`src/hw/rtl/kmm_pkg.sv`:
```
`default_nettype none
package kmm_pkg;

  localparam int RAS_W   = 16;
  localparam int ELM_W   = 20;
  localparam int VAL_W   = 32;
  localparam int SUM_W   = 37;
  localparam int IDX_W   = 5;
  localparam int KIND_W  = 2;
  localparam int SIZE_W  = 6;

  typedef logic signed [RAS_W-1:0] ras_t;
  typedef logic signed [ELM_W-1:0] elm_t;
  typedef logic [VAL_W-1:0]        val_t;
  typedef logic [SUM_W-1:0]        sum_t;
  typedef logic [KIND_W-1:0]       kind_t;

  localparam kind_t KIND_WR_A = 2'd0;
  localparam kind_t KIND_WR_B = 2'd1;
  localparam kind_t KIND_CMP  = 2'd2;

  localparam logic REG_SIZE_A = 1'b0;
  localparam logic REG_SIZE_B = 1'b1;

  localparam ras_t RAS_UNSET = '1;
  localparam elm_t ELM_UNSET = '1;

  typedef struct packed {
    logic wr_a;
    logic wr_b;
    logic join_init;
    logic adv_i;
    logic adv_j;
    logic hit;
    logic emit_start;
    logic emit_load;
  } kmm_cmd_t;

  typedef struct packed {
    logic i_end;
    logic j_end;
    logic key_eq;
    logic key_lt;
    logic emit_end;
    logic emit_last;
    logic out_free;
  } kmm_sts_t;

endpackage
`default_nettype wire

```
`src/hw/rtl/kmm_ctrl.sv`:
```
`default_nettype none
module kmm_ctrl
  import kmm_pkg::*;
(
  input  wire logic     clk,
  input  wire logic     rst_n,
  input  wire logic     in_valid,
  input  wire kind_t    in_kind,
  output logic          in_stall,
  input  wire kmm_sts_t sts,
  output kmm_cmd_t      cmd
);

  localparam logic [1:0] ST_IDLE = 2'd0;
  localparam logic [1:0] ST_JOIN = 2'd1;
  localparam logic [1:0] ST_EMIT = 2'd2;

  logic [1:0] state_r;
  logic [1:0] state_nxt;
  logic       in_acc;

  assign in_stall = (state_r != ST_IDLE);
  assign in_acc   = in_valid && !in_stall;

  always_comb begin
    state_nxt = state_r;
    cmd       = '0;
    unique case (state_r)
      ST_IDLE: begin
        if (in_acc) begin
          if (in_kind == KIND_WR_A) begin
            cmd.wr_a = 1'b1;
          end else if (in_kind == KIND_WR_B) begin
            cmd.wr_b = 1'b1;
          end else if (in_kind == KIND_CMP) begin
            cmd.join_init = 1'b1;
            state_nxt     = ST_JOIN;
          end
        end
      end
      ST_JOIN: begin
        priority if (sts.i_end) begin
          cmd.emit_start = 1'b1;
          state_nxt      = ST_EMIT;
        end else if (sts.j_end) begin
          cmd.adv_i = 1'b1;
        end else if (sts.key_eq) begin
          cmd.hit = 1'b1;
        end else if (sts.key_lt) begin
          cmd.adv_i = 1'b1;
        end else begin
          cmd.adv_j = 1'b1;
        end
      end
      ST_EMIT: begin
        priority if (sts.emit_end) begin
          state_nxt = ST_IDLE;
        end else if (sts.out_free) begin
          cmd.emit_load = 1'b1;
          if (sts.emit_last) begin
            state_nxt = ST_IDLE;
          end
        end
      end
      default: begin
        state_nxt = ST_IDLE;
      end
    endcase
  end

  always_ff @(posedge clk) begin
    if (!rst_n) begin
      state_r <= ST_IDLE;
    end else begin
      state_r <= state_nxt;
    end
  end

endmodule
`default_nettype wire

```
`src/hw/rtl/kmm_dp.sv`:
```
`default_nettype none
module kmm_dp
  import kmm_pkg::*;
#(
  parameter int LIST_DEPTH = 32
)(
  input  wire logic              clk,
  input  wire logic              rst_n,
  input  wire kmm_cmd_t          cmd,
  output kmm_sts_t               sts,
  input  wire logic              cfg_we,
  input  wire logic              cfg_index,
  input  wire logic [SIZE_W-1:0] cfg_wdata,
  input  wire logic [IDX_W-1:0]  in_entry_index,
  input  wire ras_t              in_raster_id,
  input  wire elm_t              in_elem_id,
  input  wire val_t              in_value,
  output logic                   out_valid,
  input  wire logic              out_stall,
  output logic                   out_list_sel,
  output logic [IDX_W-1:0]       out_index,
  output ras_t                   out_raster,
  output elm_t                   out_elem,
  output val_t                   out_value,
  output sum_t                   out_running_sum,
  output logic                   out_last
);

  localparam int IW = (LIST_DEPTH > 1) ? $clog2(LIST_DEPTH) : 1;
  localparam int CW = $clog2(LIST_DEPTH + 1);

  ras_t a_ras_r [LIST_DEPTH];
  elm_t a_elm_r [LIST_DEPTH];
  val_t a_val_r [LIST_DEPTH];
  ras_t b_ras_r [LIST_DEPTH];
  elm_t b_elm_r [LIST_DEPTH];
  val_t b_val_r [LIST_DEPTH];
  logic [LIST_DEPTH-1:0] a_vld_r;
  logic [LIST_DEPTH-1:0] b_vld_r;

  logic [CW-1:0] na_r, nb_r, size_clamp;
  logic [CW-1:0] i_r, i_nxt, j_r, j_nxt, res_r, res_nxt;
  logic          sel_r, sel_nxt;
  sum_t          sum_r, sum_nxt, cur_sum;
  logic          out_valid_r, out_valid_nxt;

  logic          out_sel_r, out_last_r;
  logic [IDX_W-1:0] out_idx_r;
  ras_t          out_ras_r;
  elm_t          out_elm_r;
  val_t          out_val_r;
  sum_t          out_sum_r;

  logic [IW-1:0] i_addr, j_addr, w_addr;
  logic          a_wr_ok, b_wr_ok, a_wins;
  ras_t          a_rd_ras, b_rd_ras, e_ras;
  elm_t          a_rd_elm, b_rd_elm, e_elm;
  val_t          a_rd_val, b_rd_val, e_val;
  logic [CW-1:0] i_inc, j_inc;

  assign i_addr = i_r[IW-1:0];
  assign j_addr = j_r[IW-1:0];
  assign w_addr = in_entry_index[IW-1:0];
  assign i_inc  = CW'(i_r + 1'b1);
  assign j_inc  = CW'(j_r + 1'b1);

  assign size_clamp = (cfg_wdata > SIZE_W'(LIST_DEPTH)) ? CW'(LIST_DEPTH) : CW'(cfg_wdata);
  assign a_wr_ok = cmd.wr_a && ({1'b0, in_entry_index} < SIZE_W'(na_r));
  assign b_wr_ok = cmd.wr_b && ({1'b0, in_entry_index} < SIZE_W'(nb_r));

  // unset entries read as the cleared value
  assign a_rd_ras = a_vld_r[i_addr] ? a_ras_r[i_addr] : RAS_UNSET;
  assign a_rd_elm = a_vld_r[i_addr] ? a_elm_r[i_addr] : ELM_UNSET;
  assign a_rd_val = a_vld_r[i_addr] ? a_val_r[i_addr] : '0;
  assign b_rd_ras = b_vld_r[j_addr] ? b_ras_r[j_addr] : RAS_UNSET;
  assign b_rd_elm = b_vld_r[j_addr] ? b_elm_r[j_addr] : ELM_UNSET;
  assign b_rd_val = b_vld_r[j_addr] ? b_val_r[j_addr] : '0;

  assign a_wins = (a_rd_val >= b_rd_val);

  assign sts.i_end     = (i_r >= na_r);
  assign sts.j_end     = (j_r >= nb_r);
  assign sts.key_eq    = (a_rd_ras == b_rd_ras) && (a_rd_elm == b_rd_elm);
  assign sts.key_lt    = (a_rd_ras < b_rd_ras) ||
                         ((a_rd_ras == b_rd_ras) && (a_rd_elm < b_rd_elm));
  assign sts.emit_end  = sel_r && (j_r >= nb_r);
  assign sts.emit_last = sel_r ? (j_inc == nb_r) : ((i_inc == na_r) && (nb_r == '0));
  assign sts.out_free  = !out_valid_r || !out_stall;

  assign e_ras   = sel_r ? b_rd_ras : a_rd_ras;
  assign e_elm   = sel_r ? b_rd_elm : a_rd_elm;
  assign e_val   = sel_r ? b_rd_val : a_rd_val;
  assign cur_sum = sum_r + SUM_W'(e_val);

  always_ff @(posedge clk) begin
    if (!rst_n) begin
      a_vld_r <= '0;
      b_vld_r <= '0;
      na_r    <= '0;
      nb_r    <= '0;
    end else begin
      if (cfg_we && (cfg_index == REG_SIZE_A)) begin
        na_r    <= size_clamp;
        a_vld_r <= '0;
      end else if (a_wr_ok) begin
        a_vld_r[w_addr] <= 1'b1;
      end
      if (cfg_we && (cfg_index == REG_SIZE_B)) begin
        nb_r    <= size_clamp;
        b_vld_r <= '0;
      end else if (b_wr_ok) begin
        b_vld_r[w_addr] <= 1'b1;
      end
    end
  end

  always_ff @(posedge clk) begin
    if (a_wr_ok) begin
      a_ras_r[w_addr] <= in_raster_id;
      a_elm_r[w_addr] <= in_elem_id;
      a_val_r[w_addr] <= in_value;
    end else if (cmd.hit && !a_wins) begin
      a_val_r[i_addr] <= '0;
    end
  end

  always_ff @(posedge clk) begin
    if (b_wr_ok) begin
      b_ras_r[w_addr] <= in_raster_id;
      b_elm_r[w_addr] <= in_elem_id;
      b_val_r[w_addr] <= in_value;
    end else if (cmd.hit && a_wins) begin
      b_val_r[j_addr] <= '0;
    end
  end

  always_comb begin
    i_nxt   = i_r;
    j_nxt   = j_r;
    res_nxt = res_r;
    sel_nxt = sel_r;
    sum_nxt = sum_r;
    if (cmd.join_init) begin
      i_nxt   = '0;
      j_nxt   = '0;
      res_nxt = '0;
    end
    if (cmd.adv_i) begin
      i_nxt = i_inc;
      j_nxt = res_r;
    end
    if (cmd.adv_j) begin
      j_nxt = j_inc;
    end
    if (cmd.hit) begin
      i_nxt   = i_inc;
      res_nxt = j_r;
    end
    if (cmd.emit_start) begin
      i_nxt   = '0;
      j_nxt   = '0;
      sel_nxt = (na_r == '0);
      sum_nxt = '0;
    end
    if (cmd.emit_load) begin
      if (sel_r) begin
        j_nxt   = j_inc;
        sum_nxt = cur_sum;
      end else if (i_inc == na_r) begin
        sel_nxt = 1'b1;
        sum_nxt = '0;
      end else begin
        i_nxt   = i_inc;
        sum_nxt = cur_sum;
      end
    end
  end

  assign out_valid_nxt = cmd.emit_load ? 1'b1 : (out_valid_r && out_stall);

  always_ff @(posedge clk) begin
    if (!rst_n) begin
      i_r         <= '0;
      j_r         <= '0;
      res_r       <= '0;
      sel_r       <= 1'b0;
      sum_r       <= '0;
      out_valid_r <= 1'b0;
    end else begin
      i_r         <= i_nxt;
      j_r         <= j_nxt;
      res_r       <= res_nxt;
      sel_r       <= sel_nxt;
      sum_r       <= sum_nxt;
      out_valid_r <= out_valid_nxt;
    end
  end

  always_ff @(posedge clk) begin
    if (cmd.emit_load) begin
      out_sel_r  <= sel_r;
      out_idx_r  <= IDX_W'(sel_r ? j_r : i_r);
      out_ras_r  <= e_ras;
      out_elm_r  <= e_elm;
      out_val_r  <= e_val;
      out_sum_r  <= cur_sum;
      out_last_r <= sts.emit_last;
    end
  end

  assign out_valid       = out_valid_r;
  assign out_list_sel    = out_sel_r;
  assign out_index       = out_idx_r;
  assign out_raster      = out_ras_r;
  assign out_elem        = out_elm_r;
  assign out_value       = out_val_r;
  assign out_running_sum = out_sum_r;
  assign out_last        = out_last_r;

endmodule
`default_nettype wire

```
`src/hw/rtl/keyed_list_merge_max_masker_top.sv`:
```
// keyed list merge max masker
// input channel (in_valid / in_stall) takes one beat per item: kind 0 or 1
// writes an entry of list a or b at in_entry_index (dropped when not below
// that list's size), kind 2 runs the merge join and emits, kind 3 is dropped.
// config channel (cfg_valid / cfg_ready, always ready) writes size_a (index
// 0) or size_b (index 1); a size write also clears that list to unset entries.
// a write item does not stall the input. a compare item runs the join one step per
// cycle over the shared compare unit, then, while out_stall is low, emits one
// result beat per cycle, size_a + size_b beats in all, out_last on the final one.
// while a compare runs, in_stall is high; the input is taken again as soon as
// the last beat sits in the output register.
// when the receiver raises out_stall the output register holds its beat and
// emission pauses until it is taken.
// rst_n (synchronous) sets both sizes to zero and all entries to unset.
`default_nettype none
module keyed_list_merge_max_masker_top
  import kmm_pkg::*;
#(
  parameter int LIST_DEPTH = 32
)(
  input  wire logic              clk,
  input  wire logic              rst_n,
  input  wire logic              in_valid,
  output logic                   in_stall,
  input  wire kind_t             in_kind,
  input  wire logic [IDX_W-1:0]  in_entry_index,
  input  wire ras_t              in_raster_id,
  input  wire elm_t              in_elem_id,
  input  wire val_t              in_value,
  output logic                   out_valid,
  input  wire logic              out_stall,
  output logic                   out_list_sel,
  output logic [IDX_W-1:0]       out_index,
  output ras_t                   out_raster,
  output elm_t                   out_elem,
  output val_t                   out_value,
  output sum_t                   out_running_sum,
  output logic                   out_last,
  input  wire logic              cfg_valid,
  output logic                   cfg_ready,
  input  wire logic              cfg_index,
  input  wire logic [SIZE_W-1:0] cfg_wdata
);

  kmm_cmd_t cmd;
  kmm_sts_t sts;
  logic     cfg_we;

  assign cfg_ready = 1'b1;
  assign cfg_we    = cfg_valid && cfg_ready;

  kmm_ctrl u_ctrl (
    .clk      (clk),
    .rst_n    (rst_n),
    .in_valid (in_valid),
    .in_kind  (in_kind),
    .in_stall (in_stall),
    .sts      (sts),
    .cmd      (cmd)
  );

  kmm_dp #(
    .LIST_DEPTH (LIST_DEPTH)
  ) u_dp (
    .clk             (clk),
    .rst_n           (rst_n),
    .cmd             (cmd),
    .sts             (sts),
    .cfg_we          (cfg_we),
    .cfg_index       (cfg_index),
    .cfg_wdata       (cfg_wdata),
    .in_entry_index  (in_entry_index),
    .in_raster_id    (in_raster_id),
    .in_elem_id      (in_elem_id),
    .in_value        (in_value),
    .out_valid       (out_valid),
    .out_stall       (out_stall),
    .out_list_sel    (out_list_sel),
    .out_index       (out_index),
    .out_raster      (out_raster),
    .out_elem        (out_elem),
    .out_value       (out_value),
    .out_running_sum (out_running_sum),
    .out_last        (out_last)
  );

`ifndef SYNTHESIS
  a_hit_in_range: assert property (@(posedge clk) disable iff (!rst_n)
    cmd.hit |-> (!sts.i_end && !sts.j_end))
    else $error("join hit outside list bounds");

  a_load_shows: assert property (@(posedge clk) disable iff (!rst_n)
    cmd.emit_load |=> out_valid)
    else $error("emitted beat not presented");

  a_last_ends_run: assert property (@(posedge clk) disable iff (!rst_n)
    (out_valid && out_last && !out_stall && !cmd.emit_load) |=> !out_valid)
    else $error("beat after the final beat of a run");

  a_cmp_blocks: assert property (@(posedge clk) disable iff (!rst_n)
    (in_valid && !in_stall && (in_kind == KIND_CMP)) |=> in_stall)
    else $error("input taken while compare runs");
`endif

endmodule
`default_nettype wire
```
`config.mk`:
```
export PLATFORM = sky130hd
export DESIGN_NAME = keyed_list_merge_max_masker_top
export DESIGN_NICKNAME = d
export VERILOG_FILES = /design/src/hw/rtl/kmm_pkg.sv /design/src/hw/rtl/kmm_ctrl.sv /design/src/hw/rtl/kmm_dp.sv /design/src/hw/rtl/keyed_list_merge_max_masker_top.sv
export SDC_FILE = /design/constraint.sdc
export NUM_CORES = 2
export LEC_CHECK = 0
export ABC_AREA = 1
export ABC_CLOCK_PERIOD_IN_PS = 8140
export BUFFER_PORTS_ARGS = -buffer_cell sky130_fd_sc_hd__buf_2
export CORE_ASPECT_RATIO = 0.8
export CORE_MARGIN = 3
export CORE_UTILIZATION = 36
export DETAILED_ROUTE_END_ITERATION = 6
export HOLD_SLACK_MARGIN = 0.15
export SYNTH_ARGS = -nofsm -noshare
export SYNTH_HDL_FRONTEND = slang
export SYNTH_HIERARCHICAL = 1
export SYNTH_MEMORY_MAX_BITS = 65536
export SYNTH_SLANG_ARGS = --single-unit
```
`constraint.sdc`:
```
create_clock -name clk -period 8.14 [get_ports clk]
set_input_delay 1.221 -clock clk [delete_from_list [all_inputs] [get_ports clk]]
set_output_delay 1.221 -clock clk [all_outputs]
set_load 0.005 [all_outputs]
```
==> impl_metrics.tcl <==
set metrics [dict create \
    outcome "finished, final reports clean" \
    crit_family "simple AND/OR/NAND/NOR gates" \
    grt-busiest-layer "met1" \
    switching_share 0.232 \
    syn_area_per_cell_um2 13.0 \
    vdd_drop_max_uv 181 \
    cap_violations 0 \
    slew_violations 0 \
    num_vias 122505 \
    grt_pass1_vias 112013 \
    worstPathRequired_ns 8.76 \
    max_freq_ghz 0.129 \
    layout_commonest_cell "edfxtp_1" \
    start_util 0.362 \
    slowest_stage "nor2_1" \
    grt_overflow 0 \
    die_area_um2 522000 \
    met3_usage 0.0432 \
    clk_pin_slew_worst_paths_ns 0.06 \
    synth_fp_nets 14433 \
    fin_setup_tns_ns 0 \
    final_cells 21343 \
    synth_cell_types 53 \
    met2_usage 0.302 \
    remaining_drc_errors 0 \
    p_comb_frac 0.063 \
    syn_area_um2 185000 \
    synthFlopType "edfxtp_1" \
    place_congestion 0.939 \
    clkPwrFrac 0.413 \
    cts-root-buf "clkbuf_16" \
    synthToLayoutAreaGrowth_pct 13.2 \
    power.switching_mw 11.5 \
    n_fill_cell 46748 \
    setup_viol 0 \
    finalHoldViolCount 0 \
    grt_pass1_wl_mm 816 \
    core_um2 509000 \
    holdBufCountCts 0 \
    first_iter_violations 17807 \
    critPathMaxStageDelay_ns 0.64 \
    clk_latency_ns 1.05 \
    tritoncts "built" \
    synth_edf_count 4464 \
    grt_usage 0.211 \
    pwr-share-seq 0.524 \
    portBuffers 200 \
    synth-seq-area-share 0.741 \
    power_density_nw_per_um2 238 \
    worstPathCellList "inv_8 -> buf_4 -> o21ai_0 -> o22ai_1 -> o21ai_0 -> o21ai_0 -> nand2_1 -> nand3_1 -> ha_1 -> nand4_1 -> nor4_1 -> nand4_1 -> nor2_1 -> inv_1 -> nor3_2 -> buf_4 -> inv_1 -> nor2_1 -> nand3_1 -> nand2_1 -> nand3_1 -> nor2_4 -> buf_4" \
    endpoint_kind "flip-flop" \
    cts_max_level 5 \
    postSynth.asyncResetShare 0 \
    die_w_um 807 \
    layout_min_cycle_time_ns 7.74 \
    finClkSkew_ns 0.117 \
    drive_above_1_share 0.0985 \
    dieHeight_um 647 \
    cts.sinks 4599 \
    cellLeakagePower_nw 67.1 \
    preCtsSetupSlack_ns 0.146 \
    num_rows 234 \
    setup_ws_ns 0.395 \
    nNetsFinal 14439 \
    drtPass1Iterations 6 \
    mostFrequentLayoutCells "4464 x edfxtp_1, 2562 x nor2_1, 2273 x o21ai_0" \
    slew_headroom 0.151 \
    grt_antenna_before_repair 44 \
    crit_fanout 88 \
    worstMarginPinSlew_ns 1.27 \
    syn-instance-count 14223 \
    fin_crit_sh 0.951 \
    yosysWarnings 6 \
    synth-seq-cells 4599 \
    p_int_mw 38.2 \
    ios 202 \
    dp.cells 20502 \
    dpl.hpwl_mm 329 \
    drt-total-wl_mm 573 \
    hp-class "reg2reg" \
    clockBufferDepth 4 \
    rsz0062_at_grt "false" \
    critPathBufInv 6 \
    crit_path_start_kind "flip-flop" \
    crit_arrival_ns 8.36 \
    path_class "reg2reg" \
    vias_per_cell 5.74 \
    cts_buffers 447 \
    wl_per_cell_um 26.8 \
    postRouteAntennaNets 0 \
    grt_max_degree 222 \
    grt_util_met1 0.317 \
]
path summary, 6_finish.rpt:
path,startpoint,to,slack [ns],depth (start not counted)
setup / recovery,u_dp/i_r[0],u_dp/a_val_r[5][0],0.40,23
hold / removal,u_dp/b_vld_r[18],u_dp/b_vld_r[18],0.46,2
setup reg to reg,u_dp/i_r[0],u_dp/a_val_r[5][0],0.40,23
hold reg to reg,u_dp/b_vld_r[18],u_dp/b_vld_r[18],0.46,2
kinds of logic (layout without fill, tap and decap cells):
family / Yosys count / count (layout) / synth area share
simple gates: 4029 / 4029 / 0.0853
other cells: 1 / 14 / 0.0000203
xor+xnor: 39 / 39 / 0.00185
compound gates: 4111 / 4111 / 0.133
buf+inv: 1321 / 1702 / 0.0305
fa+ha+maj: 123 / 123 / 0.00837
flops: 4599 / 4599 / 0.741
flip-flops by register name, summed over array words and instances (netlist names), 32 cells and up:
register	flops
u_dp/a_elm_r	640
u_dp/b_val_r	1024
u_dp/a_ras_r	512
u_dp/b_vld_r	32
u_dp/out_value	32
u_dp/b_elm_r	640
u_dp/out_running_sum	37
u_dp/a_val_r	1024
u_dp/sum_r	37
u_dp/b_ras_r	512
u_dp/a_vld_r	32
worst register-to-register path: cells and delay by family (launching register included):
kind                     cells  cell delay (ns)
AND/OR/NAND/NOR             12             3.43
buffers and inverters        6             2.29
AO/OA/AOI/OAI                4             0.96
flip-flops                   1             0.46
adder cells (fa/ha/maj)      1             0.24
synth_stat cells, types with 6 or more instances:
cell type,n,area [µm²]
edfxtp_1,4464,134000
nor2_1,2692,10100
o21ai_0,2275,11400
nand2_1,911,3420
o221ai_1,638,5590
clkbuf_1,622,2330
o22ai_1,401,2510
nand3_1,347,1740
o211ai_1,346,2600
buf_2,281,1410
inv_1,234,878
a21oi_1,186,931
o21ai_1,165,826
dfxtp_1,135,2700
ha_1,122,1530
inv_2,63,236
buf_4,60,450
buf_1,45,169
nand4_1,33,206
o2111ai_1,31,272
xor2_1,29,254
a21o_1,17,128
buf_6,13,146
nor3_1,13,65.1
a211oi_1,10,75.1
xnor2_1,10,87.6
o21a_1,8,60.1
a221oi_1,6,52.6
and3_1,6,37.5
nor4_1,6,37.5
o21bai_1,6,45.0
power by group through the flow:
stage	Sequential [mW]	Clock (mW)	Combinational, mW
4_1_cts	26.1	20.8	3.08
5_1_grt	26.1	21.8	3.35
3_5_place_dp	26.6	0	3.07
6_report	26.1	20.6	3.14
2_1_floorplan	26.5	0	1.67
3_3_place_gp	26.6	0	3.05
per-stage QoR:
step	power, mW	cell area (µm²)	util	hold WS, ns
floorplan	28.2	185000	-	0.435
global placement	29.6	195000	0.382	0.446
detailed placement	29.6	195000	0.382	0.452
CTS	50.0	209000	0.410	0.466
global route	51.2	209000	0.410	0.482
finish	49.8	209000	0.410	0.461
area by class of cell:
cell class / instances / area, µm² / area share
Clock buffer: 556 / 11900 / 0.0567
Tap cell: 6726 / 8420 / 0.0403
Sequential cell: 4599 / 137000 / 0.655
Clock inverter: 268 / 2530 / 0.0121
Inverter: 300 / 1200 / 0.00575
Antenna cell: 13 / 32.5 / 0.000156
Multi-Input combinational cell: 8303 / 43300 / 0.207
Timing Repair Buffer: 578 / 4850 / 0.0232
what timing repair did:
item,4_1_cts,5_1_grt
buffers inserted,0,4
setup endpoints to repair,0,772
resized for setup,0,1
per-layer routing:
| metal | vias up | part of all wire | wire length [µm] |
|---|---|---|---|
| met5 | - | 0.00021 | 118 |
| met4 | 18 | 0.037 | 21400 |
| met3 | 977 | 0.11 | 63700 |
| met2 | 6574 | 0.42 | 243000 |
| met1 | 61603 | 0.43 | 245000 |
| li1 | 53333 | - | - |
No activity file was read; power rests on OpenSTA's default activity.
